### src/sv/mlr_pkg.sv
// ----------------------------------------------------------------------------
// mlr_pkg
// Shared widths, codes and item types for the midpoint line rasteriser.
// ----------------------------------------------------------------------------
`default_nettype none

package mlr_pkg;

  localparam int COORD_BITS = 12;
  localparam int WALK_BITS  = COORD_BITS + 1;
  localparam int STEP_BITS  = COORD_BITS + 2;
  localparam int DEC_BITS   = COORD_BITS + 3;

  localparam logic KIND_START = 1'b0;
  localparam logic KIND_STEP  = 1'b1;

  localparam logic [2:0] ZONE_0 = 3'd0;
  localparam logic [2:0] ZONE_1 = 3'd1;
  localparam logic [2:0] ZONE_2 = 3'd2;
  localparam logic [2:0] ZONE_3 = 3'd3;
  localparam logic [2:0] ZONE_4 = 3'd4;
  localparam logic [2:0] ZONE_5 = 3'd5;
  localparam logic [2:0] ZONE_6 = 3'd6;
  localparam logic [2:0] ZONE_7 = 3'd7;

  typedef struct packed {
    logic                          kind;
    logic signed [COORD_BITS-1:0]  start_x;
    logic signed [COORD_BITS-1:0]  start_y;
    logic signed [COORD_BITS-1:0]  end_x;
    logic signed [COORD_BITS-1:0]  end_y;
  } in_item_t;

  typedef struct packed {
    logic                          valid_res;
    logic signed [COORD_BITS-1:0]  pixel_x;
    logic signed [COORD_BITS-1:0]  pixel_y;
    logic [2:0]                    octant;
    logic                          last;
  } out_item_t;

  // Classified item passed from front end to walker
  typedef struct packed {
    logic                          kind;
    logic [2:0]                    zone;
    logic signed [WALK_BITS-1:0]   walk_x;
    logic signed [WALK_BITS-1:0]   walk_y;
    logic signed [WALK_BITS-1:0]   stop_x;
    logic signed [DEC_BITS-1:0]    decision;
    logic signed [STEP_BITS-1:0]   step_straight;
    logic signed [DEC_BITS-1:0]    step_diagonal;
  } cmd_t;

endpackage

`default_nettype wire

### src/sv/midpoint_line_rasterizer.sv
// ----------------------------------------------------------------------------
// midpoint_line_rasterizer
// Eight-zone midpoint line rasteriser: a start item loads a line and emits
// its first pixel, each step item emits the next pixel (an idle result if no line is in progress).
// ----------------------------------------------------------------------------
//  channel | signals                      | carries
//  in      | in_valid, in_ready, in_item  | start or step item
//  out     | out_valid, out_ready, out_item | one pixel (or idle result)
//
//  One item per cycle sustained while the output does not stall; a result passes
//  through the classify register, the two-entry queue and the output register.
//  The walker's single add-and-compare per step sets the pixel rate.
//  Reset empties the classify register and the queue and clears out_valid and the busy flag.
//  Output stalls fill the queue, then drop in_ready.
// ----------------------------------------------------------------------------
`default_nettype none

module midpoint_line_rasterizer
  import mlr_pkg::*;
(
  input  wire logic      clk,
  input  wire logic      rst,
  input  wire logic      in_valid,
  output logic           in_ready,
  input  wire in_item_t  in_item,
  output logic           out_valid,
  input  wire logic      out_ready,
  output out_item_t      out_item
);

  logic  push;
  logic  q_full;
  cmd_t  push_data;
  logic  pop;
  logic  head_valid;
  cmd_t  head;

  mlr_front u_front (
    .clk       (clk),
    .rst       (rst),
    .in_valid  (in_valid),
    .in_ready  (in_ready),
    .in_item   (in_item),
    .push      (push),
    .q_full    (q_full),
    .push_data (push_data)
  );

  mlr_queue u_queue (
    .clk        (clk),
    .rst        (rst),
    .push       (push),
    .push_data  (push_data),
    .full       (q_full),
    .pop        (pop),
    .head_valid (head_valid),
    .head       (head)
  );

  mlr_walk u_walk (
    .clk        (clk),
    .rst        (rst),
    .head_valid (head_valid),
    .head       (head),
    .pop        (pop),
    .out_valid  (out_valid),
    .out_ready  (out_ready),
    .out_item   (out_item)
  );

endmodule

`default_nettype wire

### src/sv/mlr_front.sv
// ----------------------------------------------------------------------------
// mlr_front
// Accepts items, classifies the zone and maps start items into the canonical
// octant, then pushes them to the queue.
// ----------------------------------------------------------------------------
`default_nettype none

module mlr_front
  import mlr_pkg::*;
(
  input  wire logic      clk,
  input  wire logic      rst,
  input  wire logic      in_valid,
  output logic           in_ready,
  input  wire in_item_t  in_item,
  output logic           push,
  input  wire logic      q_full,
  output cmd_t           push_data
);

  typedef struct packed {
    logic signed [WALK_BITS-1:0] u;
    logic signed [WALK_BITS-1:0] v;
  } uv_t;

  function automatic uv_t to_canon(logic [2:0] z, logic signed [COORD_BITS-1:0] x,
                                   logic signed [COORD_BITS-1:0] y);
    uv_t                         r;
    logic signed [WALK_BITS-1:0] xe;
    logic signed [WALK_BITS-1:0] ye;
    xe = WALK_BITS'(x);
    ye = WALK_BITS'(y);
    unique case (z)
      ZONE_0: begin r.u = -xe; r.v = -ye; end
      ZONE_1: begin r.u = -ye; r.v = -xe; end
      ZONE_2: begin r.u = -ye; r.v = xe;  end
      ZONE_3: begin r.u = xe;  r.v = -ye; end
      ZONE_4: begin r.u = xe;  r.v = ye;  end
      ZONE_5: begin r.u = ye;  r.v = xe;  end
      ZONE_6: begin r.u = ye;  r.v = -xe; end
      ZONE_7: begin r.u = -xe; r.v = ye;  end
    endcase
    return r;
  endfunction

  logic                         stage_valid;
  in_item_t                     stage_item;
  logic [2:0]                   stage_zone;

  logic signed [WALK_BITS-1:0]  dx;
  logic signed [WALK_BITS-1:0]  dy;
  logic [WALK_BITS-1:0]         ax;
  logic [WALK_BITS-1:0]         ay;
  logic                         flat;
  logic [2:0]                   zone;

  uv_t                          uv0;
  uv_t                          uv1;
  logic signed [WALK_BITS-1:0]  du;
  logic signed [WALK_BITS-1:0]  dv;
  logic signed [STEP_BITS-1:0]  neg2dv;

  assign in_ready = !stage_valid || !q_full;
  assign push     = stage_valid && !q_full;

  always_comb begin
    dx   = WALK_BITS'(in_item.end_x) - WALK_BITS'(in_item.start_x);
    dy   = WALK_BITS'(in_item.end_y) - WALK_BITS'(in_item.start_y);
    ax   = dx[WALK_BITS-1] ? -dx : dx;
    ay   = dy[WALK_BITS-1] ? -dy : dy;
    flat = ax >= ay;
    priority if (!dx[WALK_BITS-1] && !dy[WALK_BITS-1]) begin
      zone = flat ? ZONE_0 : ZONE_1;
    end else if (dx[WALK_BITS-1] && !dy[WALK_BITS-1]) begin
      zone = flat ? ZONE_3 : ZONE_2;
    end else if (dx[WALK_BITS-1]) begin
      zone = flat ? ZONE_4 : ZONE_5;
    end else begin
      zone = flat ? ZONE_7 : ZONE_6;
    end
  end

  always_comb begin
    uv0    = to_canon(stage_zone, stage_item.start_x, stage_item.start_y);
    uv1    = to_canon(stage_zone, stage_item.end_x, stage_item.end_y);
    du     = uv1.u - uv0.u;
    dv     = uv1.v - uv0.v;
    neg2dv = -(STEP_BITS'(dv) <<< 1);
    push_data.kind          = stage_item.kind;
    push_data.zone          = stage_zone;
    push_data.walk_x        = uv0.u;
    push_data.walk_y        = uv0.v;
    push_data.stop_x        = uv1.u;
    push_data.decision      = DEC_BITS'(neg2dv) + DEC_BITS'(du);
    push_data.step_straight = neg2dv;
    push_data.step_diagonal = DEC_BITS'(neg2dv) + (DEC_BITS'(du) <<< 1);
  end

  always_ff @(posedge clk) begin
    if (rst) begin
      stage_valid <= 1'b0;
    end else if (in_valid && in_ready) begin
      stage_valid <= 1'b1;
    end else if (push) begin
      stage_valid <= 1'b0;
    end
  end

  always_ff @(posedge clk) begin
    if (in_valid && in_ready) begin
      stage_item <= in_item;
      stage_zone <= zone;
    end
  end

endmodule

`default_nettype wire

### src/sv/mlr_queue.sv
// ----------------------------------------------------------------------------
// mlr_queue
// Two-entry queue of classified items between front end and walker.
// ----------------------------------------------------------------------------
`default_nettype none

module mlr_queue
  import mlr_pkg::*;
(
  input  wire logic  clk,
  input  wire logic  rst,
  input  wire logic  push,
  input  wire cmd_t  push_data,
  output logic       full,
  input  wire logic  pop,
  output logic       head_valid,
  output cmd_t       head
);

  cmd_t        slots [2];
  logic        wr_ptr;
  logic        rd_ptr;
  logic [1:0]  count;
  logic [1:0]  count_next;

  assign full       = count == 2'd2;
  assign head_valid = count != 2'd0;
  assign head       = slots[rd_ptr];

  always_comb begin
    count_next = count;
    if (push && !pop) begin
      count_next = count + 2'd1;
    end else if (pop && !push) begin
      count_next = count - 2'd1;
    end
  end

  always_ff @(posedge clk) begin
    if (rst) begin
      wr_ptr <= 1'b0;
      rd_ptr <= 1'b0;
      count  <= 2'd0;
    end else begin
      if (push) begin
        wr_ptr <= !wr_ptr;
      end
      if (pop) begin
        rd_ptr <= !rd_ptr;
      end
      count <= count_next;
    end
  end

  always_ff @(posedge clk) begin
    if (push) begin
      slots[wr_ptr] <= push_data;
    end
  end

endmodule

`default_nettype wire

### src/sv/mlr_walk.sv
// ----------------------------------------------------------------------------
// mlr_walk
// Holds the line being drawn, takes one queued item per cycle unless the output stalls,
// and emits one pixel (or an idle result), mapped back to screen space, into the output register.
// ----------------------------------------------------------------------------
`default_nettype none

module mlr_walk
  import mlr_pkg::*;
(
  input  wire logic  clk,
  input  wire logic  rst,
  input  wire logic  head_valid,
  input  wire cmd_t  head,
  output logic       pop,
  output logic       out_valid,
  input  wire logic  out_ready,
  output out_item_t  out_item
);

  typedef struct packed {
    logic signed [COORD_BITS-1:0] x;
    logic signed [COORD_BITS-1:0] y;
  } xy_t;

  function automatic xy_t to_screen(logic [2:0] z, logic signed [WALK_BITS-1:0] u,
                                    logic signed [WALK_BITS-1:0] v);
    xy_t                         r;
    logic signed [WALK_BITS-1:0] nu;
    logic signed [WALK_BITS-1:0] nv;
    nu = -u;
    nv = -v;
    unique case (z)
      ZONE_0: begin r.x = nu[COORD_BITS-1:0]; r.y = nv[COORD_BITS-1:0]; end
      ZONE_1: begin r.x = nv[COORD_BITS-1:0]; r.y = nu[COORD_BITS-1:0]; end
      ZONE_2: begin r.x = v[COORD_BITS-1:0];  r.y = nu[COORD_BITS-1:0]; end
      ZONE_3: begin r.x = u[COORD_BITS-1:0];  r.y = nv[COORD_BITS-1:0]; end
      ZONE_4: begin r.x = u[COORD_BITS-1:0];  r.y = v[COORD_BITS-1:0];  end
      ZONE_5: begin r.x = v[COORD_BITS-1:0];  r.y = u[COORD_BITS-1:0];  end
      ZONE_6: begin r.x = nv[COORD_BITS-1:0]; r.y = u[COORD_BITS-1:0];  end
      ZONE_7: begin r.x = nu[COORD_BITS-1:0]; r.y = v[COORD_BITS-1:0];  end
    endcase
    return r;
  endfunction

  logic                         busy;
  logic signed [WALK_BITS-1:0]  walk_x;
  logic signed [WALK_BITS-1:0]  walk_y;
  logic signed [WALK_BITS-1:0]  stop_x;
  logic signed [DEC_BITS-1:0]   decision;
  logic signed [STEP_BITS-1:0]  step_straight;
  logic signed [DEC_BITS-1:0]   step_diagonal;
  logic [2:0]                   held_zone;

  logic                         busy_next;
  logic signed [WALK_BITS-1:0]  walk_x_next;
  logic signed [WALK_BITS-1:0]  walk_y_next;
  logic signed [DEC_BITS-1:0]   decision_next;

  logic                         is_start;
  logic                         diag;
  logic signed [WALK_BITS-1:0]  sx;
  logic signed [WALK_BITS-1:0]  sy;
  logic signed [DEC_BITS-1:0]   sd;
  logic                         is_last;
  logic [2:0]                   z;
  xy_t                          pix;
  out_item_t                    res;

  assign pop      = head_valid && (!out_valid || out_ready);
  assign is_start = head.kind == KIND_START;

  always_comb begin
    diag = !decision[DEC_BITS-1];
    sx   = walk_x - WALK_BITS'(1);
    sy   = diag ? walk_y - WALK_BITS'(1) : walk_y;
    sd   = diag ? decision + step_diagonal : decision + DEC_BITS'(step_straight);

    if (is_start) begin
      z       = head.zone;
      pix     = to_screen(head.zone, head.walk_x, head.walk_y);
      is_last = head.walk_x == head.stop_x;
    end else begin
      z       = held_zone;
      pix     = to_screen(held_zone, sx, sy);
      is_last = sx <= stop_x;
    end

    if (is_start || busy) begin
      res.valid_res = 1'b1;
      res.pixel_x   = pix.x;
      res.pixel_y   = pix.y;
      res.octant    = z;
      res.last      = is_last;
    end else begin
      res = '0;
    end

    busy_next     = busy;
    walk_x_next   = walk_x;
    walk_y_next   = walk_y;
    decision_next = decision;
    if (is_start) begin
      busy_next     = !is_last;
      walk_x_next   = head.walk_x;
      walk_y_next   = head.walk_y;
      decision_next = head.decision;
    end else if (busy) begin
      busy_next     = !is_last;
      walk_x_next   = sx;
      walk_y_next   = sy;
      decision_next = sd;
    end
  end

  always_ff @(posedge clk) begin
    if (rst) begin
      busy      <= 1'b0;
      out_valid <= 1'b0;
    end else begin
      if (pop) begin
        busy      <= busy_next;
        out_valid <= 1'b1;
      end else if (out_ready) begin
        out_valid <= 1'b0;
      end
    end
  end

  always_ff @(posedge clk) begin
    if (pop) begin
      out_item <= res;
      walk_x   <= walk_x_next;
      walk_y   <= walk_y_next;
      decision <= decision_next;
      if (is_start) begin
        stop_x        <= head.stop_x;
        step_straight <= head.step_straight;
        step_diagonal <= head.step_diagonal;
        held_zone     <= head.zone;
      end
    end
  end

endmodule

`default_nettype wire

### config.mk
export PLATFORM = sky130hd
export DESIGN_NAME = midpoint_line_rasterizer
export DESIGN_NICKNAME = d
export VERILOG_FILES = /design/src/sv/mlr_pkg.sv /design/src/sv/midpoint_line_rasterizer.sv /design/src/sv/mlr_front.sv /design/src/sv/mlr_queue.sv /design/src/sv/mlr_walk.sv
export SDC_FILE = /design/constraint.sdc
export NUM_CORES = 1
export LEC_CHECK = 0
export ABC_AREA = 1
export BUFFER_PORTS_ARGS = -buffer_cell sky130_fd_sc_hd__buf_4
export CAP_MARGIN = 15
export CORE_MARGIN = 5
export CORE_UTILIZATION = 54
export CTS_CLUSTER_DIAMETER = 50
export DETAILED_ROUTE_END_ITERATION = 12
export PLACE_DENSITY = 0.75
export REMOVE_ABC_BUFFERS = 1
export SLEW_MARGIN = 0
export SYNTH_ARGS = -nofsm -noshare
export SYNTH_HDL_FRONTEND = slang
export SYNTH_SLANG_ARGS = --single-unit
export TNS_END_PERCENT = 50
### constraint.sdc
create_clock -name clk -period 5.5 [get_ports clk]
set_clock_uncertainty 0.1 [all_clocks]
set_input_delay 0.275 -clock clk [delete_from_list [all_inputs] [get_ports clk]]
set_output_delay 0.275 -clock clk [all_outputs]
set_load 0.01 [all_outputs]
==> summary.md <==
| Metric | Value |
|---|---|
| Wirelength per Cell | 20.0 microns |
| Initial antenna violation count | 0 |
| Die Area | 46500 sq um |
| RSZ-0062 raised after global routing | no |
| Slowest CP cell | ha_1 |
| # DRC | 0 |
| CTS tree | done |
| Layout net count | 3035 |
| Most frequent cell after synthesis | nand2_1 |
| Chip Height | 216 microns |
| Drt total wl | 68300 microns |
| Synth Warn # | 0 |
| Asr flop ratio synth | 0% |
| Setup TNS | 0 ps |
| Max_cap viols | 0 |
| Mapped Area | 22800 sq um |
| Critical Path RT | 5730 ps |
| Max_slew headroom | 42.6% |
| Peak Freq | 193 MHz |
| Die width | 216 microns |
| Arrival @ worst endpoint | 5400 ps |
| Htree depth | 2 |
| Crit share post-route | 94.1% |
| DR pass1 iterations | 6 |
| Final hold violation count | 0 |
| Number of DRC markers in iteration 0 | 1950 |
| Commonest cells in the netlist | 704 x nand2_1, 363 x inv_1, 329 x edfxtp_1 |
| Avg Inst Size Synth | 8.52 sq um |
| Status | finished, final reports clean |
| Initial cell density of the core | 54.5% |
| Leading area contributor after synthesis | edfxtp_1 |
| Clock latency at the later pin of the worst-skew pair | 590 ps |
| Final setup viols | 0 |
| Top post-synthesis cells by area | edfxtp_1 43%, nand2_1 12%, ha_1 6.9% |
| EDFF count, synth | 329 |
| GP Congestion | 0.969 |
| Routed vias | 19600 |
| Yosys reg bits | 337 |
| HP Class | in2reg |
| First-pass GRT wire length | 106000 microns |
| Library cells used by synthesis | 66 |
| Sink Count | 337 |
| Tmin final | 5170 ps |
| Bufs on Longest Clock Path | 3 |
| R2R Setup Slk | 330 ps |
| Synth-to-layout area growth | 14.3% |
| Crit-path max cell delay | 580 ps |
| Share of the synthesized area in the top cell type | 43.3% |
| CTS clk-pin slew, worst paths | 60 ps |
| DP Wirelength | 52400 microns |
| Final Max Slew Viols | 0 |
| # hold bufs at CTS | 52 |
| Post_cts resized | 0 |
| Overall global routing resource usage | 28.9% |
| Root Buffer | clkbuf_16 |
| Fillers | 3574 |
| Port Buffers | 83 |
| Worst-margin pin slew | 858 ps |
| Largest net degree at the start of global routing | 71 |
| Top FF cell, synth | edfxtp_1 |
| Worst-path fanout max | 5 |
| Crit-path most repeated cell | nand2_1 |
| Layout cells sized above 1 | 11.8% |
| CTS Buf Count | 42 |
| Antenna Violating Nets Remaining | 0 |
| Vias per inst | 5.72 |
| Vias in the first global route | 19300 |
| Congestion Overflow GR | 0 |
| Core area | 41900 sq um |
| Setup CP Type | reg2reg |
| Ports | 84 |
| Sequential area share after synthesis | 44.0% |
| Gate Count Post-Synth | 2677 |
| # rows | 75 |
| Setup bufs post-CTS | 0 |
| CP Launch Type | flop |
| Critical Path End Type | flop |
## layer usage
layer	up-vias	track usage, %	wire length [microns]
met1	9144	37.2	27400
li1	9398	-	-
met3	189	3.67	4820
met5	-	0	0
met2	857	48.8	32400
met4	0	14.0	3720
## cells in the final DEF (no fill, tap or decap), types with 15 or more instances in the layout
| cell type | Yosys | layout |
|---|---|---|
| a221oi_1 | 20 | 20 |
| nor2_1 | 166 | 162 |
| nor3_1 | 31 | 31 |
| or2_2 | 19 | 19 |
| clkbuf_16 | 0 | 42 |
| edfxtp_1 | 329 | 329 |
| dlygate4sd3_1 | 0 | 52 |
| o21ai_0 | 130 | 130 |
| inv_1 | 363 | 362 |
| nand3_1 | 130 | 130 |
| nand2_2 | 35 | 35 |
| xnor2_1 | 35 | 35 |
| o221ai_1 | 17 | 17 |
| inv_2 | 14 | 15 |
| nand4_1 | 33 | 33 |
| nand2_1 | 704 | 704 |
| a31oi_1 | 15 | 15 |
| o22ai_1 | 40 | 40 |
| buf_4 | 2 | 124 |
| a21oi_1 | 120 | 119 |
| o2111ai_1 | 25 | 25 |
| xor2_1 | 111 | 111 |
| ha_1 | 126 | 126 |
## stage by stage
| stage | hold slack [ps] | utilization (%) | setup WS [ps] | instance area [sq um] | std cells |
|---|---|---|---|---|---|
| after floorplan | 244 | - | -1630 | 22500 | 2629 |
| after global placement | 327 | 57.8 | 614 | 24200 | 3292 |
| after detailed placement | 334 | 57.8 | 452 | 24200 | 3292 |
| after CTS | 290 | 62.3 | 439 | 26100 | 3422 |
| after global routing | 323 | 62.3 | 29.8 | 26100 | 3422 |
| final | 319 | 62.3 | 325 | 26100 | 3423 |
## final timing paths
| check | start | to | cells past startpoint |
|---|---|---|---|
| worst max-delay path | u_front.stage_item[13] | u_queue.slots[0][42] | 25 |
| worst min-delay path | rst | u_walk.out_valid | 3 |
| worst max register to register | u_front.stage_item[13] | u_queue.slots[0][42] | 25 |
| worst min register to register | u_queue.rd_ptr | flop | 1 |
## logic make-up (layout without fill, tap and decap cells)
| group | count (synthesis) | in the layout | synth area share (%) |
|---|---|---|---|
| adder cells (fa/ha/maj) | 133 | 133 | 7.52 |
| AND/OR/NAND/NOR | 1187 | 1187 | 22.9 |
| flip-flops | 337 | 337 | 44.0 |
| other | 0 | 1 | 0 |
| buffers and inverters | 433 | 639 | 7.60 |
| XOR/XNOR | 151 | 151 | 5.96 |
| multiplexers | 5 | 5 | 0.329 |
| AO/OA/AOI/OAI | 431 | 431 | 11.7 |
## critical path, delay by kind of cell, from the launching register on
family,cells,cell delay (ps)
AO/OA/AOI/OAI,2,570
AND/OR/NAND/NOR,16,2250
adder cells (fa/ha/maj),2,930
XOR/XNOR,2,330
buffers and inverters,3,290
flip-flops,1,450
## registers in the layout (all words and copies together), names as in the netlist, 2 cells and up, named ones only
signal / flops
u_walk.step_straight: 13
u_queue.slots: 166
u_walk.decision: 14
u_front.stage_item: 48
u_walk.walk_y: 12
u_walk.walk_x: 13
u_front.stage_zone: 3
u_walk.stop_x: 13
u_walk.held_zone: 3
u_walk.out_item: 29
u_walk.step_diagonal: 14
u_queue.count: 2
## layout make-up
| cell class | instances | area, sq um | area share [%] |
|---|---|---|---|
| repair buffers | 176 | 1450 | 5.56 |
| clock buffers | 46 | 1070 | 4.09 |
| inverters | 385 | 1450 | 5.56 |
| diodes | 1 | 2.50 | 0.00959 |
| well taps | 539 | 674 | 2.58 |
| clock inverters | 32 | 319 | 1.22 |
| multi-input cells | 1907 | 11100 | 42.5 |
| flip-flops and latches | 337 | 10000 | 38.5 |
Power is left out: the tool's default activity adds up to more than one toggle a clock period on the data nets, which glitch-free logic cannot reach.
